## src/sv/lee_pkg.sv

```systemverilog
// Package for the line edit echo engine: shared constants, codes, and the
// types that pass between the controller, datapath and config block.
// No dependencies.
package lee_pkg;

	localparam int LINE_DEPTH_DEF = 32;

	localparam int KEY_W     = 8;
	localparam int CAP_W     = 6;
	localparam int KIND_W    = 3;
	localparam int CHAR_W    = 8;
	localparam int STORE_W   = 7;
	localparam int CFG_IDX_W = 3;
	localparam int CFG_W     = 8;

	// register indexes
	localparam logic [CFG_IDX_W-1:0] CFG_CAPACITY   = 3'd0;
	localparam logic [CFG_IDX_W-1:0] CFG_KEY_LEFT   = 3'd1;
	localparam logic [CFG_IDX_W-1:0] CFG_KEY_RIGHT  = 3'd2;
	localparam logic [CFG_IDX_W-1:0] CFG_KEY_HOME   = 3'd3;
	localparam logic [CFG_IDX_W-1:0] CFG_KEY_END    = 3'd4;
	localparam logic [CFG_IDX_W-1:0] CFG_KEY_DELETE = 3'd5;

	localparam logic [CAP_W-1:0] RST_CAPACITY   = 6'd32;
	localparam logic [KEY_W-1:0] RST_KEY_LEFT   = 8'd128;
	localparam logic [KEY_W-1:0] RST_KEY_RIGHT  = 8'd129;
	localparam logic [KEY_W-1:0] RST_KEY_HOME   = 8'd130;
	localparam logic [KEY_W-1:0] RST_KEY_END    = 8'd131;
	localparam logic [KEY_W-1:0] RST_KEY_DELETE = 8'd132;

	// result kinds
	localparam logic [KIND_W-1:0] KIND_ECHO  = 3'd0;
	localparam logic [KIND_W-1:0] KIND_LEFT  = 3'd1;
	localparam logic [KIND_W-1:0] KIND_RIGHT = 3'd2;
	localparam logic [KIND_W-1:0] KIND_DRAW  = 3'd3;
	localparam logic [KIND_W-1:0] KIND_BYTE  = 3'd4;
	localparam logic [KIND_W-1:0] KIND_DONE  = 3'd5;

	localparam logic [KEY_W-1:0] CH_LF       = 8'd10;
	localparam logic [KEY_W-1:0] CH_CR       = 8'd13;
	localparam logic [KEY_W-1:0] CH_BS       = 8'd8;
	localparam logic [KEY_W-1:0] CH_SPACE    = 8'd32;
	localparam logic [KEY_W-1:0] CH_PRINT_LO = 8'd32;
	localparam logic [KEY_W-1:0] CH_PRINT_HI = 8'd126;

	typedef struct packed {
		logic [CAP_W-1:0] capacity;
		logic [KEY_W-1:0] left_code;
		logic [KEY_W-1:0] right_code;
		logic [KEY_W-1:0] home_code;
		logic [KEY_W-1:0] end_code;
		logic [KEY_W-1:0] del_code;
	} cfg_t;

	typedef enum logic [3:0] {
		ACT_NONE,
		ACT_ENTER,
		ACT_BACKSPACE,
		ACT_DELETE,
		ACT_LEFT,
		ACT_RIGHT,
		ACT_HOME,
		ACT_END,
		ACT_INSERT
	} act_t;

	typedef enum logic [4:0] {
		ST_IDLE,
		ST_DECODE,
		ST_RIGHTS,
		ST_NEWLINE,
		ST_BYTE_RD,
		ST_BYTE_EM,
		ST_DONE,
		ST_LEFTS,
		ST_LEFT1,
		ST_RIGHT1,
		ST_RM_RD,
		ST_RM_WR,
		ST_IN_RD,
		ST_IN_WR,
		ST_ECHO_KEY,
		ST_TAIL_RD,
		ST_TAIL_EM,
		ST_SPACE,
		ST_LEFTN,
		ST_DRAW
	} state_t;

	typedef enum logic [1:0] {POS_HOLD, POS_INC, POS_DEC, POS_CLEAR} pos_op_t;
	typedef enum logic [2:0] {
		IDX_HOLD, IDX_CUR, IDX_CUR_M1, IDX_LEN, IDX_ZERO, IDX_INC, IDX_DEC
	} idx_op_t;
	typedef enum logic [1:0] {RD_IDX, RD_IDX_P1, RD_IDX_M1} rd_sel_t;
	typedef enum logic {WR_MOVE, WR_KEY} wr_sel_t;
	typedef enum logic [2:0] {CHR_ZERO, CHR_STORE, CHR_KEY, CHR_LF, CHR_SPACE} chr_sel_t;

	typedef struct packed {
		logic              key_load;
		pos_op_t           cur_op;
		pos_op_t           len_op;
		idx_op_t           idx_op;
		logic              cnt_load;
		logic              cnt_dec;
		logic              rd_en;
		rd_sel_t           rd_sel;
		logic              wr_en;
		wr_sel_t           wr_sel;
		logic              emit;
		logic [KIND_W-1:0] kind;
		chr_sel_t          chr_sel;
		logic              last;
	} cmd_t;

	typedef struct packed {
		act_t act;
		logic cur_lt_len;
		logic cur_gt_zero;
		logic idx_lt_len;
		logic idx_p1_lt_len;
		logic idx_gt_cur;
		logic cnt_is_one;
		logic out_free;
	} status_t;

endpackage

```

## src/sv/lee_cfg.sv

```systemverilog
// Configuration registers of the line edit echo engine.
// Depends on lee_pkg.
module lee_cfg (
	input  logic                          clk,
	input  logic                          arst_n,
	input  logic                          we,
	input  logic [lee_pkg::CFG_IDX_W-1:0] index,
	input  logic [lee_pkg::CFG_W-1:0]     wdata,
	output lee_pkg::cfg_t                 cfg
);

	lee_pkg::cfg_t cfg_q;

	always_ff @(posedge clk or negedge arst_n) begin
		if (!arst_n) begin
			cfg_q.capacity   <= lee_pkg::RST_CAPACITY;
			cfg_q.left_code  <= lee_pkg::RST_KEY_LEFT;
			cfg_q.right_code <= lee_pkg::RST_KEY_RIGHT;
			cfg_q.home_code  <= lee_pkg::RST_KEY_HOME;
			cfg_q.end_code   <= lee_pkg::RST_KEY_END;
			cfg_q.del_code   <= lee_pkg::RST_KEY_DELETE;
		end else if (we) begin
			case (index)
				lee_pkg::CFG_CAPACITY:   cfg_q.capacity   <= wdata[lee_pkg::CAP_W-1:0];
				lee_pkg::CFG_KEY_LEFT:   cfg_q.left_code  <= wdata;
				lee_pkg::CFG_KEY_RIGHT:  cfg_q.right_code <= wdata;
				lee_pkg::CFG_KEY_HOME:   cfg_q.home_code  <= wdata;
				lee_pkg::CFG_KEY_END:    cfg_q.end_code   <= wdata;
				lee_pkg::CFG_KEY_DELETE: cfg_q.del_code   <= wdata;
				default: ;
			endcase
		end
	end

	assign cfg = cfg_q;

endmodule

```

## src/sv/lee_ctrl.sv

```systemverilog
// Sequencing controller of the line edit echo engine: one state machine
// driving the datapath by command struct. Depends on lee_pkg.
module lee_ctrl (
	input  logic             clk,
	input  logic             arst_n,
	input  logic             s_tvalid,
	output logic             s_tready,
	input  lee_pkg::status_t st,
	output lee_pkg::cmd_t    cmd
);

	lee_pkg::state_t state_q, state_d;
	lee_pkg::act_t   act_q;

	always_ff @(posedge clk or negedge arst_n) begin
		if (!arst_n) begin
			state_q <= lee_pkg::ST_IDLE;
			act_q   <= lee_pkg::ACT_NONE;
		end else begin
			state_q <= state_d;
			if (state_q == lee_pkg::ST_DECODE)
				act_q <= st.act;
		end
	end

	// next state
	always_comb begin
		state_d = state_q;
		case (state_q)
			lee_pkg::ST_IDLE: begin
				if (s_tvalid)
					state_d = lee_pkg::ST_DECODE;
			end
			lee_pkg::ST_DECODE: begin
				case (st.act)
					lee_pkg::ACT_ENTER:     state_d = lee_pkg::ST_RIGHTS;
					lee_pkg::ACT_BACKSPACE: state_d = lee_pkg::ST_RM_RD;
					lee_pkg::ACT_DELETE:    state_d = lee_pkg::ST_RM_RD;
					lee_pkg::ACT_LEFT:      state_d = lee_pkg::ST_LEFT1;
					lee_pkg::ACT_RIGHT:     state_d = lee_pkg::ST_RIGHT1;
					lee_pkg::ACT_HOME:      state_d = lee_pkg::ST_LEFTS;
					lee_pkg::ACT_END:       state_d = lee_pkg::ST_RIGHTS;
					lee_pkg::ACT_INSERT:    state_d = lee_pkg::ST_IN_RD;
					default:                state_d = lee_pkg::ST_DRAW;
				endcase
			end
			lee_pkg::ST_RIGHTS: begin
				if (!st.cur_lt_len)
					state_d = (act_q == lee_pkg::ACT_ENTER) ? lee_pkg::ST_NEWLINE
						: lee_pkg::ST_DRAW;
			end
			lee_pkg::ST_NEWLINE: begin
				if (st.out_free)
					state_d = lee_pkg::ST_BYTE_RD;
			end
			lee_pkg::ST_BYTE_RD: begin
				state_d = st.idx_lt_len ? lee_pkg::ST_BYTE_EM : lee_pkg::ST_DONE;
			end
			lee_pkg::ST_BYTE_EM: begin
				if (st.out_free)
					state_d = lee_pkg::ST_BYTE_RD;
			end
			lee_pkg::ST_DONE: begin
				if (st.out_free)
					state_d = lee_pkg::ST_IDLE;
			end
			lee_pkg::ST_LEFTS: begin
				if (!st.cur_gt_zero)
					state_d = lee_pkg::ST_DRAW;
			end
			lee_pkg::ST_LEFT1: begin
				if (st.out_free)
					state_d = (act_q == lee_pkg::ACT_BACKSPACE) ? lee_pkg::ST_TAIL_RD
						: lee_pkg::ST_DRAW;
			end
			lee_pkg::ST_RIGHT1: begin
				if (st.out_free)
					state_d = lee_pkg::ST_DRAW;
			end
			lee_pkg::ST_RM_RD: begin
				if (st.idx_p1_lt_len)
					state_d = lee_pkg::ST_RM_WR;
				else
					state_d = (act_q == lee_pkg::ACT_BACKSPACE) ? lee_pkg::ST_LEFT1
						: lee_pkg::ST_TAIL_RD;
			end
			lee_pkg::ST_RM_WR: state_d = lee_pkg::ST_RM_RD;
			lee_pkg::ST_IN_RD: begin
				state_d = st.idx_gt_cur ? lee_pkg::ST_IN_WR : lee_pkg::ST_ECHO_KEY;
			end
			lee_pkg::ST_IN_WR: state_d = lee_pkg::ST_IN_RD;
			lee_pkg::ST_ECHO_KEY: begin
				if (st.out_free)
					state_d = lee_pkg::ST_TAIL_RD;
			end
			lee_pkg::ST_TAIL_RD: begin
				state_d = st.idx_lt_len ? lee_pkg::ST_TAIL_EM : lee_pkg::ST_SPACE;
			end
			lee_pkg::ST_TAIL_EM: begin
				if (st.out_free)
					state_d = lee_pkg::ST_TAIL_RD;
			end
			lee_pkg::ST_SPACE: begin
				if (st.out_free)
					state_d = lee_pkg::ST_LEFTN;
			end
			lee_pkg::ST_LEFTN: begin
				if (st.out_free && st.cnt_is_one)
					state_d = lee_pkg::ST_DRAW;
			end
			lee_pkg::ST_DRAW: begin
				if (st.out_free)
					state_d = lee_pkg::ST_IDLE;
			end
			default: state_d = lee_pkg::ST_IDLE;
		endcase
	end

	// commands
	always_comb begin
		cmd      = '0;
		s_tready = 1'b0;
		case (state_q)
			lee_pkg::ST_IDLE: begin
				s_tready     = 1'b1;
				cmd.key_load = s_tvalid;
			end
			lee_pkg::ST_DECODE: begin
				case (st.act)
					lee_pkg::ACT_BACKSPACE: begin
						cmd.cur_op = lee_pkg::POS_DEC;
						cmd.idx_op = lee_pkg::IDX_CUR_M1;
					end
					lee_pkg::ACT_DELETE: cmd.idx_op = lee_pkg::IDX_CUR;
					lee_pkg::ACT_LEFT:   cmd.cur_op = lee_pkg::POS_DEC;
					lee_pkg::ACT_RIGHT:  cmd.cur_op = lee_pkg::POS_INC;
					lee_pkg::ACT_INSERT: cmd.idx_op = lee_pkg::IDX_LEN;
					default: ;
				endcase
			end
			lee_pkg::ST_RIGHTS: begin
				if (st.cur_lt_len && st.out_free) begin
					cmd.emit   = 1'b1;
					cmd.kind   = lee_pkg::KIND_RIGHT;
					cmd.cur_op = lee_pkg::POS_INC;
				end
			end
			lee_pkg::ST_NEWLINE: begin
				if (st.out_free) begin
					cmd.emit    = 1'b1;
					cmd.kind    = lee_pkg::KIND_ECHO;
					cmd.chr_sel = lee_pkg::CHR_LF;
					cmd.idx_op  = lee_pkg::IDX_ZERO;
				end
			end
			lee_pkg::ST_BYTE_RD, lee_pkg::ST_TAIL_RD: begin
				cmd.rd_en  = st.idx_lt_len;
				cmd.rd_sel = lee_pkg::RD_IDX;
			end
			lee_pkg::ST_BYTE_EM: begin
				if (st.out_free) begin
					cmd.emit    = 1'b1;
					cmd.kind    = lee_pkg::KIND_BYTE;
					cmd.chr_sel = lee_pkg::CHR_STORE;
					cmd.idx_op  = lee_pkg::IDX_INC;
				end
			end
			lee_pkg::ST_DONE: begin
				if (st.out_free) begin
					cmd.emit   = 1'b1;
					cmd.kind   = lee_pkg::KIND_DONE;
					cmd.last   = 1'b1;
					cmd.cur_op = lee_pkg::POS_CLEAR;
					cmd.len_op = lee_pkg::POS_CLEAR;
				end
			end
			lee_pkg::ST_LEFTS: begin
				if (st.cur_gt_zero && st.out_free) begin
					cmd.emit   = 1'b1;
					cmd.kind   = lee_pkg::KIND_LEFT;
					cmd.cur_op = lee_pkg::POS_DEC;
				end
			end
			lee_pkg::ST_LEFT1: begin
				if (st.out_free) begin
					cmd.emit   = 1'b1;
					cmd.kind   = lee_pkg::KIND_LEFT;
					cmd.idx_op = lee_pkg::IDX_CUR;
				end
			end
			lee_pkg::ST_RIGHT1: begin
				if (st.out_free) begin
					cmd.emit = 1'b1;
					cmd.kind = lee_pkg::KIND_RIGHT;
				end
			end
			lee_pkg::ST_RM_RD: begin
				if (st.idx_p1_lt_len) begin
					cmd.rd_en  = 1'b1;
					cmd.rd_sel = lee_pkg::RD_IDX_P1;
				end else begin
					cmd.len_op = lee_pkg::POS_DEC;
					cmd.idx_op = lee_pkg::IDX_CUR;
				end
			end
			lee_pkg::ST_RM_WR: begin
				cmd.wr_en  = 1'b1;
				cmd.wr_sel = lee_pkg::WR_MOVE;
				cmd.idx_op = lee_pkg::IDX_INC;
			end
			lee_pkg::ST_IN_RD: begin
				if (st.idx_gt_cur) begin
					cmd.rd_en  = 1'b1;
					cmd.rd_sel = lee_pkg::RD_IDX_M1;
				end else begin
					cmd.wr_en  = 1'b1;
					cmd.wr_sel = lee_pkg::WR_KEY;
					cmd.len_op = lee_pkg::POS_INC;
					cmd.cur_op = lee_pkg::POS_INC;
				end
			end
			lee_pkg::ST_IN_WR: begin
				cmd.wr_en  = 1'b1;
				cmd.wr_sel = lee_pkg::WR_MOVE;
				cmd.idx_op = lee_pkg::IDX_DEC;
			end
			lee_pkg::ST_ECHO_KEY: begin
				if (st.out_free) begin
					cmd.emit    = 1'b1;
					cmd.kind    = lee_pkg::KIND_ECHO;
					cmd.chr_sel = lee_pkg::CHR_KEY;
					cmd.idx_op  = lee_pkg::IDX_CUR;
				end
			end
			lee_pkg::ST_TAIL_EM: begin
				if (st.out_free) begin
					cmd.emit    = 1'b1;
					cmd.kind    = lee_pkg::KIND_ECHO;
					cmd.chr_sel = lee_pkg::CHR_STORE;
					cmd.idx_op  = lee_pkg::IDX_INC;
				end
			end
			lee_pkg::ST_SPACE: begin
				if (st.out_free) begin
					cmd.emit     = 1'b1;
					cmd.kind     = lee_pkg::KIND_ECHO;
					cmd.chr_sel  = lee_pkg::CHR_SPACE;
					cmd.cnt_load = 1'b1;
				end
			end
			lee_pkg::ST_LEFTN: begin
				if (st.out_free) begin
					cmd.emit    = 1'b1;
					cmd.kind    = lee_pkg::KIND_LEFT;
					cmd.cnt_dec = 1'b1;
				end
			end
			lee_pkg::ST_DRAW: begin
				if (st.out_free) begin
					cmd.emit = 1'b1;
					cmd.kind = lee_pkg::KIND_DRAW;
					cmd.last = 1'b1;
				end
			end
			default: ;
		endcase
	end

endmodule

```

## src/sv/lee_dp.sv

```systemverilog
// Datapath of the line edit echo engine: line store, length, cursor,
// loop index and counter, key decode and the output register.
// Depends on lee_pkg.
module lee_dp #(
	parameter int LINE_DEPTH = lee_pkg::LINE_DEPTH_DEF
) (
	input  logic                        clk,
	input  logic                        arst_n,
	input  logic [lee_pkg::KEY_W-1:0]   key,
	input  lee_pkg::cfg_t               cfg,
	input  lee_pkg::cmd_t               cmd,
	output lee_pkg::status_t            st,
	output logic                        out_valid,
	input  logic                        out_ready,
	output logic [lee_pkg::KIND_W-1:0]  out_kind,
	output logic [lee_pkg::CHAR_W-1:0]  out_char,
	output logic                        out_last
);

	localparam int AW = $clog2(LINE_DEPTH);
	localparam int LW = $clog2(LINE_DEPTH + 1);

	logic [lee_pkg::STORE_W-1:0] mem [LINE_DEPTH];
	logic [lee_pkg::STORE_W-1:0] rd_q;
	logic [lee_pkg::KEY_W-1:0]   key_q;
	logic [LW-1:0]               len_q, cur_q, idx_q, cnt_q;
	logic [LW-1:0]               idx_p1, idx_m1;
	logic [AW-1:0]               rd_addr, wr_addr;
	logic [lee_pkg::STORE_W-1:0] wr_data;
	logic                        out_valid_q, out_last_q;
	logic [lee_pkg::KIND_W-1:0]  out_kind_q;
	logic [lee_pkg::CHAR_W-1:0]  out_char_q, chr;
	logic [lee_pkg::CAP_W-1:0]   cap_eff;
	logic                        room, printable;
	lee_pkg::act_t               act;

	assign idx_p1 = idx_q + LW'(1);
	assign idx_m1 = idx_q - LW'(1);

	// key decode, first match wins
	always_comb begin
		if (cfg.capacity > lee_pkg::CAP_W'(LINE_DEPTH))
			cap_eff = lee_pkg::CAP_W'(LINE_DEPTH);
		else if (cfg.capacity == '0)
			cap_eff = lee_pkg::CAP_W'(1);
		else
			cap_eff = cfg.capacity;
		room      = lee_pkg::CAP_W'(len_q) < (cap_eff - lee_pkg::CAP_W'(1));
		printable = (key_q >= lee_pkg::CH_PRINT_LO) && (key_q <= lee_pkg::CH_PRINT_HI);
		if (key_q == lee_pkg::CH_LF || key_q == lee_pkg::CH_CR)
			act = lee_pkg::ACT_ENTER;
		else if (key_q == lee_pkg::CH_BS && cur_q != '0)
			act = lee_pkg::ACT_BACKSPACE;
		else if (key_q == cfg.del_code && cur_q < len_q)
			act = lee_pkg::ACT_DELETE;
		else if (key_q == cfg.left_code && cur_q != '0)
			act = lee_pkg::ACT_LEFT;
		else if (key_q == cfg.right_code && cur_q < len_q)
			act = lee_pkg::ACT_RIGHT;
		else if (key_q == cfg.home_code && cur_q != '0)
			act = lee_pkg::ACT_HOME;
		else if (key_q == cfg.end_code && cur_q < len_q)
			act = lee_pkg::ACT_END;
		else if (printable && room)
			act = lee_pkg::ACT_INSERT;
		else
			act = lee_pkg::ACT_NONE;
	end

	assign st.act           = act;
	assign st.cur_lt_len    = cur_q < len_q;
	assign st.cur_gt_zero   = cur_q != '0;
	assign st.idx_lt_len    = idx_q < len_q;
	assign st.idx_p1_lt_len = idx_p1 < len_q;
	assign st.idx_gt_cur    = idx_q > cur_q;
	assign st.cnt_is_one    = cnt_q == LW'(1);
	assign st.out_free      = !out_valid_q || out_ready;

	// line store
	always_comb begin
		case (cmd.rd_sel)
			lee_pkg::RD_IDX_P1: rd_addr = idx_p1[AW-1:0];
			lee_pkg::RD_IDX_M1: rd_addr = idx_m1[AW-1:0];
			default:            rd_addr = idx_q[AW-1:0];
		endcase
		case (cmd.wr_sel)
			lee_pkg::WR_KEY: begin
				wr_addr = cur_q[AW-1:0];
				wr_data = key_q[lee_pkg::STORE_W-1:0];
			end
			default: begin
				wr_addr = idx_q[AW-1:0];
				wr_data = rd_q;
			end
		endcase
	end

	always_ff @(posedge clk) begin
		if (cmd.wr_en)
			mem[wr_addr] <= wr_data;
		if (cmd.rd_en)
			rd_q <= mem[rd_addr];
	end

	always_ff @(posedge clk) begin
		if (cmd.key_load)
			key_q <= key;
	end

	always_ff @(posedge clk or negedge arst_n) begin
		if (!arst_n) begin
			len_q <= '0;
			cur_q <= '0;
			idx_q <= '0;
			cnt_q <= '0;
		end else begin
			case (cmd.len_op)
				lee_pkg::POS_INC:   len_q <= len_q + LW'(1);
				lee_pkg::POS_DEC:   len_q <= len_q - LW'(1);
				lee_pkg::POS_CLEAR: len_q <= '0;
				default: ;
			endcase
			case (cmd.cur_op)
				lee_pkg::POS_INC:   cur_q <= cur_q + LW'(1);
				lee_pkg::POS_DEC:   cur_q <= cur_q - LW'(1);
				lee_pkg::POS_CLEAR: cur_q <= '0;
				default: ;
			endcase
			case (cmd.idx_op)
				lee_pkg::IDX_CUR:    idx_q <= cur_q;
				lee_pkg::IDX_CUR_M1: idx_q <= cur_q - LW'(1);
				lee_pkg::IDX_LEN:    idx_q <= len_q;
				lee_pkg::IDX_ZERO:   idx_q <= '0;
				lee_pkg::IDX_INC:    idx_q <= idx_p1;
				lee_pkg::IDX_DEC:    idx_q <= idx_m1;
				default: ;
			endcase
			if (cmd.cnt_load)
				cnt_q <= len_q - cur_q + LW'(1);
			else if (cmd.cnt_dec)
				cnt_q <= cnt_q - LW'(1);
		end
	end

	// output register
	always_comb begin
		case (cmd.chr_sel)
			lee_pkg::CHR_STORE: chr = {{(lee_pkg::CHAR_W - lee_pkg::STORE_W){1'b0}}, rd_q};
			lee_pkg::CHR_KEY:   chr = key_q;
			lee_pkg::CHR_LF:    chr = lee_pkg::CH_LF;
			lee_pkg::CHR_SPACE: chr = lee_pkg::CH_SPACE;
			default:            chr = '0;
		endcase
	end

	always_ff @(posedge clk or negedge arst_n) begin
		if (!arst_n)
			out_valid_q <= 1'b0;
		else if (cmd.emit)
			out_valid_q <= 1'b1;
		else if (out_ready)
			out_valid_q <= 1'b0;
	end

	always_ff @(posedge clk) begin
		if (cmd.emit) begin
			out_kind_q <= cmd.kind;
			out_char_q <= chr;
			out_last_q <= cmd.last;
		end
	end

	assign out_valid = out_valid_q;
	assign out_kind  = out_kind_q;
	assign out_char  = out_char_q;
	assign out_last  = out_last_q;

`ifndef NO_ASSERTIONS
	a_cur_within_line: assert property (@(posedge clk) disable iff (!arst_n)
		cur_q <= len_q)
		else $error("cursor beyond line length");

	a_len_within_store: assert property (@(posedge clk) disable iff (!arst_n)
		len_q <= LW'(LINE_DEPTH - 1))
		else $error("line length beyond store");

	a_no_overwrite: assert property (@(posedge clk) disable iff (!arst_n)
		cmd.emit |-> (!out_valid_q || out_ready))
		else $error("result overwritten before transfer");

	a_left_count: assert property (@(posedge clk) disable iff (!arst_n)
		cmd.cnt_dec |-> cnt_q != '0)
		else $error("left-move counter underflow");
`endif

endmodule

```

## src/sv/line_edit_echo_engine_core.sv

```systemverilog
// Top level of the line edit echo engine: key stream in, terminal command
// stream out. Depends on lee_pkg, lee_cfg, lee_ctrl, lee_dp.
//
//   channel  direction  payload
//   s_*      in         tdata[7:0] key
//   m_*      out        tdata[7:0] char_value; tuser[2:0] kind; tlast = last
//   cfg_*    in         index 0 capacity, 1..5 left/right/home/end/delete key
//
// Work per key: R results at one a cycle without stalls, S store entries
// shifted by a read and a write, T entries read before they are echoed or
// streamed, and the step out of each loop.
// Reset clears length and cursor, restores config defaults; store undefined.
// A stalled output holds the sequencer; the next key is taken once the
// final result of the previous one sits in the output register.
module line_edit_echo_engine_core #(
	parameter int LINE_DEPTH = lee_pkg::LINE_DEPTH_DEF
) (
	input  logic                          clk,
	input  logic                          arst_n,
	input  logic                          s_tvalid,
	output logic                          s_tready,
	input  logic [lee_pkg::KEY_W-1:0]     s_tdata,   // [7:0] key
	output logic                          m_tvalid,
	input  logic                          m_tready,
	output logic [lee_pkg::CHAR_W-1:0]    m_tdata,   // [7:0] char_value
	output logic [lee_pkg::KIND_W-1:0]    m_tuser,   // [2:0] kind
	output logic                          m_tlast,
	input  logic                          cfg_we,
	input  logic [lee_pkg::CFG_IDX_W-1:0] cfg_index,
	input  logic [lee_pkg::CFG_W-1:0]     cfg_wdata
);

	lee_pkg::cfg_t                 cfg;
	lee_pkg::cmd_t                 cmd;
	lee_pkg::status_t              st;

	lee_cfg u_cfg (
		.clk    (clk),
		.arst_n (arst_n),
		.we     (cfg_we),
		.index  (cfg_index),
		.wdata  (cfg_wdata),
		.cfg    (cfg)
	);

	lee_ctrl u_ctrl (
		.clk      (clk),
		.arst_n   (arst_n),
		.s_tvalid (s_tvalid),
		.s_tready (s_tready),
		.st       (st),
		.cmd      (cmd)
	);

	lee_dp #(
		.LINE_DEPTH (LINE_DEPTH)
	) u_dp (
		.clk       (clk),
		.arst_n    (arst_n),
		.key       (s_tdata),
		.cfg       (cfg),
		.cmd       (cmd),
		.st        (st),
		.out_valid (m_tvalid),
		.out_ready (m_tready),
		.out_kind  (m_tuser),
		.out_char  (m_tdata),
		.out_last  (m_tlast)
	);

endmodule
```

## config.mk

```make
export PLATFORM = sky130hd
export DESIGN_NAME = line_edit_echo_engine_core
export DESIGN_NICKNAME = d
export VERILOG_FILES = /design/src/sv/lee_pkg.sv /design/src/sv/lee_cfg.sv /design/src/sv/lee_ctrl.sv /design/src/sv/lee_dp.sv /design/src/sv/line_edit_echo_engine_core.sv
export SDC_FILE = /design/constraint.sdc
export NUM_CORES = 1
export LEC_CHECK = 0
export BUFFER_PORTS_ARGS = -buffer_cell sky130_fd_sc_hd__buf_2
export CORE_UTILIZATION = 35
export DETAILED_ROUTE_END_ITERATION = 7
export HOLD_SLACK_MARGIN = 0.03
export RECOVER_POWER = 100
export SLEW_MARGIN = 20
export SYNTH_ARGS = -nofsm -noshare
export SYNTH_HDL_FRONTEND = slang
export SYNTH_SLANG_ARGS = --single-unit
```

## constraint.sdc

```tcl
create_clock -name clk -period 14.9 [get_ports clk]
set_input_delay 1.49 -clock clk [delete_from_list [all_inputs] [get_ports clk]]
set_output_delay 1.49 -clock clk [all_outputs]
set_load 0.005 [all_outputs]
```

==> metrics.md <==
| Metric | Value |
|---|---|
| ANT nets after route | 0 |
| DRC violations left | 10 |
| Crit-path slowest cell | clkbuf_1 |
| DRT Pass-1 Iters | 7 |
| Post-synth top cells | edfxtp_1, nor2_1, dfrtp_1, nand2_1, mux4_2 |
| Post-synthesis xor/xnor area fraction | 0.03535 |
| Setup crit start kind | register |
| Grt total ovfl | 0 |
| Worst skew pair latency | 0.55 ns |
| WP data arrival | ~9 ns |
| Clock transition at path regs | 0.06 ns |
| Hold-fix buffers at CTS | 0 |
| Iter 0 DRT Violations | 1,259 |
| First-pass GRT wire length | between 60 and 70 mm |
| Detailed-placement wirelength estimate | around 27 mm |
| DIE WIDTH | roughly 220 µm |
| Total of max-cap violations | 4 |
| Average wire per standard cell | 21.35 µm |
| Port Buffers | 37 |
| Post-synthesis compound-gate area fraction | 0.09731 |
| Crit. End Element | register |
| Syn-to-layout area delta | 12.02% |
| CP delay by family, top | buffers and inverters |
| VDD IR max | 0.1064 mV |
| IO Count | 38 |
| Drt total wl | 40.81 mm |
| Dpl cells | 1,842 |
| Min cycle time layout | ~8.5 ns |
| Cell Area, Synth | 0.01660 mm² |
| Die H | 219.8 µm |
| WP data required | between 15 and 20 ns |
| Simple-gate share of the synthesized area | 0.09331 |
| Met1 WL | between 15 and 20 mm |
| Synth top area share | 0.4541 |
| Flops & latches, synth | 331 |
| Top cells by area, synth | edfxtp_1, dfrtp_1, mux4_2, ha_1, mux2_2 |
| Synth Instances | 1,252 |
| Tcrit/Tclk final | 0.5701 |
| Postcts setup bufs | 0 |
| Worst path bufs/invs | 3 |
| Failing checks | design-rule violations, max-capacitance violations, max-slew violations |
| Most Frequent Cell on Critical Path | ha_1 |
| Final Max Slew Viols | ~130 |
| CP max stage delay | 2.23 ns |
| Layout Cells excl Fill | between 1,500 and 2,000 |
| H-tree levels | 2 |
| Worst Skew | 0.01932 ns |
| Largest family of logic cells by synthesized area | multiplexers |
| Core ar. | 0.04665 mm² |
| Via count | approximately 11,000 |
| Critical-path cell list | inv_1 -> ha_1 -> ha_1 -> a2111oi_0 -> o21ai_0 -> or4_1 -> inv_1 -> ha_1 -> nor3_1 -> a21oi_1 -> clkbuf_1 -> mux4_2 -> nor2b_1 -> a211oi_1 -> a211oi_1 -> a21o_1 |
| Post-CTS sizing | 0 |
| Dpl ws | 8.400 ns |
| # nets final | 1,357 |
| Wire length on met2 | 19.63 mm |
| Vias in the first global route | about 10,000 |
| Num Clock Sinks | 331 |
| Ys flop type | edfxtp_1 |
| Cell variety after synth | 73 |
| Total leakage power | 0.006591 µW |
| Post-synth EDFFs | about 250 |
| Rel. slew slack | -1.435 |
| Tot GR Track Use | 0.1727 |
| Cell taking the most area after synthesis | edfxtp_1 |
| Max clock buf depth | 3 |
| Cts bufs inserted | 38 |
| Worst hold path type | reg -> reg |
| Layout cells sized above 1 | 0.1655 |
| Most frequent cell after synthesis | edfxtp_1 |
| Ys async rst share | 0.2417 |
| Net Count, Synth | approximately 1,300 |
| Cell Rows | 79 |
| Worst Slack Setup Final | 6.406 ns |
| Setup TNS Final | 0 ns |
| Final hold vios | 0 |
| Clock root cell | clkbuf_16 |
| Syn Area/Cell | 13.26 µm² |
| Initial antenna violation count | 0 |
| Largest net degree at the start of global routing | 63 |
| Antenna Cells | 0 |
| Synth Area in Adders | 0.04432 |
| Highest metal used | met4 |
| CTS tree | built |
| Register area share after synthesis | 0.5755 |
| Power per cell area | 196.2 mW/mm² |
| Placer's final routability congestion estimate | approximately 0.95 |
| Kind of critical path | reg -> reg |
| Number of vias per cell | 5.510 |
| Setup violators final | 0 |
| Routed met3 length | 2.209 mm |
| FMAX | 117.7 MHz |
| Worst-path fanout max | 36 |
| Status | finished with violations |
| Initial core utilization | 0.3558 |
| Actual slew at the worst max-slew pin | approximately 3.7 ns |
| Warnings, synthesis | 0 |
| RSZ-0062 raised after global routing | false |
| Mux cell area share after synthesis | 0.1272 |
| DIE AREA | 0.04830 mm² |
-- layout make-up --
type                    instances  area, µm²
fillers                      4375      28060
flip-flops and latches        331       9553
multi-input cells             817       6600
clock buffers                  49       1032
well taps                     607      759.5
repair buffers                 51      267.8
clock inverters                20      244.0
inverters                      37      138.9
-- stage by stage --
stage                     power [µW]  area [µm²]  hold slack, ns  utilization
after floorplan                 2334       16600          0.4566            -
after global placement          2703       17380          0.4891       0.3724
after detailed placement        2720       17380          0.4990       0.3725
after CTS                       3677       18660          0.5088       0.3999
after global routing            3880       18600          0.5310       0.3986
final                           3649       18600          0.5081       0.3986
-- report_power, final --
| part | internal (µW) | leakage, µW | switching, µW |
|---|---|---|---|
| Sequential | 1150 | 0.00323 | 140 |
| Clock | 565 | 0.000623 | 382 |
| Combinational | 598 | 0.00274 | 818 |
-- path summary, 6_finish.rpt --
kind | from | end | slack (ns) | cells past startpoint
max in group asynchronous | arst_n | u_dp.cur_q[2]$_DFFE_PN0P_ | 9.82 | 2
min | u_ctrl.act_q[0]$_DFFE_PN0P_ | u_ctrl.act_q[0]$_DFFE_PN0P_ | 0.51 | 2
max | u_dp.idx_q[0]$_DFFE_PN0P_ | u_dp.rd_q[2]$_DFFE_PP_ | 6.41 | 16
max reg2reg | u_dp.idx_q[0]$_DFFE_PN0P_ | u_dp.rd_q[2]$_DFFE_PP_ | 6.41 | 16
min in group asynchronous | arst_n | u_cfg.cfg[21]$_DFFE_PN0P_ | 1.09 | 1
min reg2reg | u_ctrl.act_q[0]$_DFFE_PN0P_ | u_ctrl.act_q[0]$_DFFE_PN0P_ | 0.51 | 2
-- worst reg2reg max path: cells and delay by family (launching register included) --
family | cells | cell delay [ns]
AOI/OAI and AO/OA | 6 | 2.52
and+or+nand+nor | 3 | 0.78
muxes | 1 | 0.74
adders and majority gates | 3 | 1.10
buffers and inverters | 3 | 2.53
DFF | 1 | 0.60
-- flip-flops by register name (all words and copies together) (netlist names), 3 cells and up --
signal / flops
u_dp.mem: 224
u_cfg.cfg: 46
u_dp.key_q: 8
u_dp.out_char: 8
u_dp.rd_q: 7
u_dp.cnt_q: 6
u_dp.cur_q: 6
u_dp.idx_q: 6
u_dp.len_q: 6
u_ctrl.state_q: 5
u_ctrl.act_q: 4
u_dp.out_kind: 3
-- placed cells by master (no fill, tap or decap), drive strengths merged, types with 5 or more instances in the layout --
cell    instances
o21a            9
a221oi          6
nand4          13
nand2          65
o31ai           6
nand3          33
ha             54
a32oi           5
a21o           24
o22ai          17
clkinv         13
o21ai          44
a22o            5
a31oi           9
nor2          101
a21oi          54
nor4           11
nand2b         13
nor3           29
edfxtp        251
a211oi         30
xnor2          46
mux4           56
clkbuf         67
a22oi           9
nor2b          22
mux2i          23
buf            33
dfstp          11
and3            6
dfrtp          69
mux2           55
inv            39
xor2           21
-- cells by family (layout without fill, tap and decap cells) --
kind of cell             count (synthesis)  after routing
AO/OA/AOI/OAI                          243            243
flip-flops                             331            331
multiplexers                           134            134
other                                    1              1
AND/OR/NAND/NOR                        315            315
XOR/XNOR                                67             67
buffers and inverters                  104            157
adder cells (fa/ha/maj)                 57             57
-- layer usage --
metal  track usage  up-vias
met2        0.2832      335
met3       0.02705       63
li1              -     4831
met5             0        -
met1        0.2382     5307
met4       0.04322        0
(Power assumes the default switching activity.)
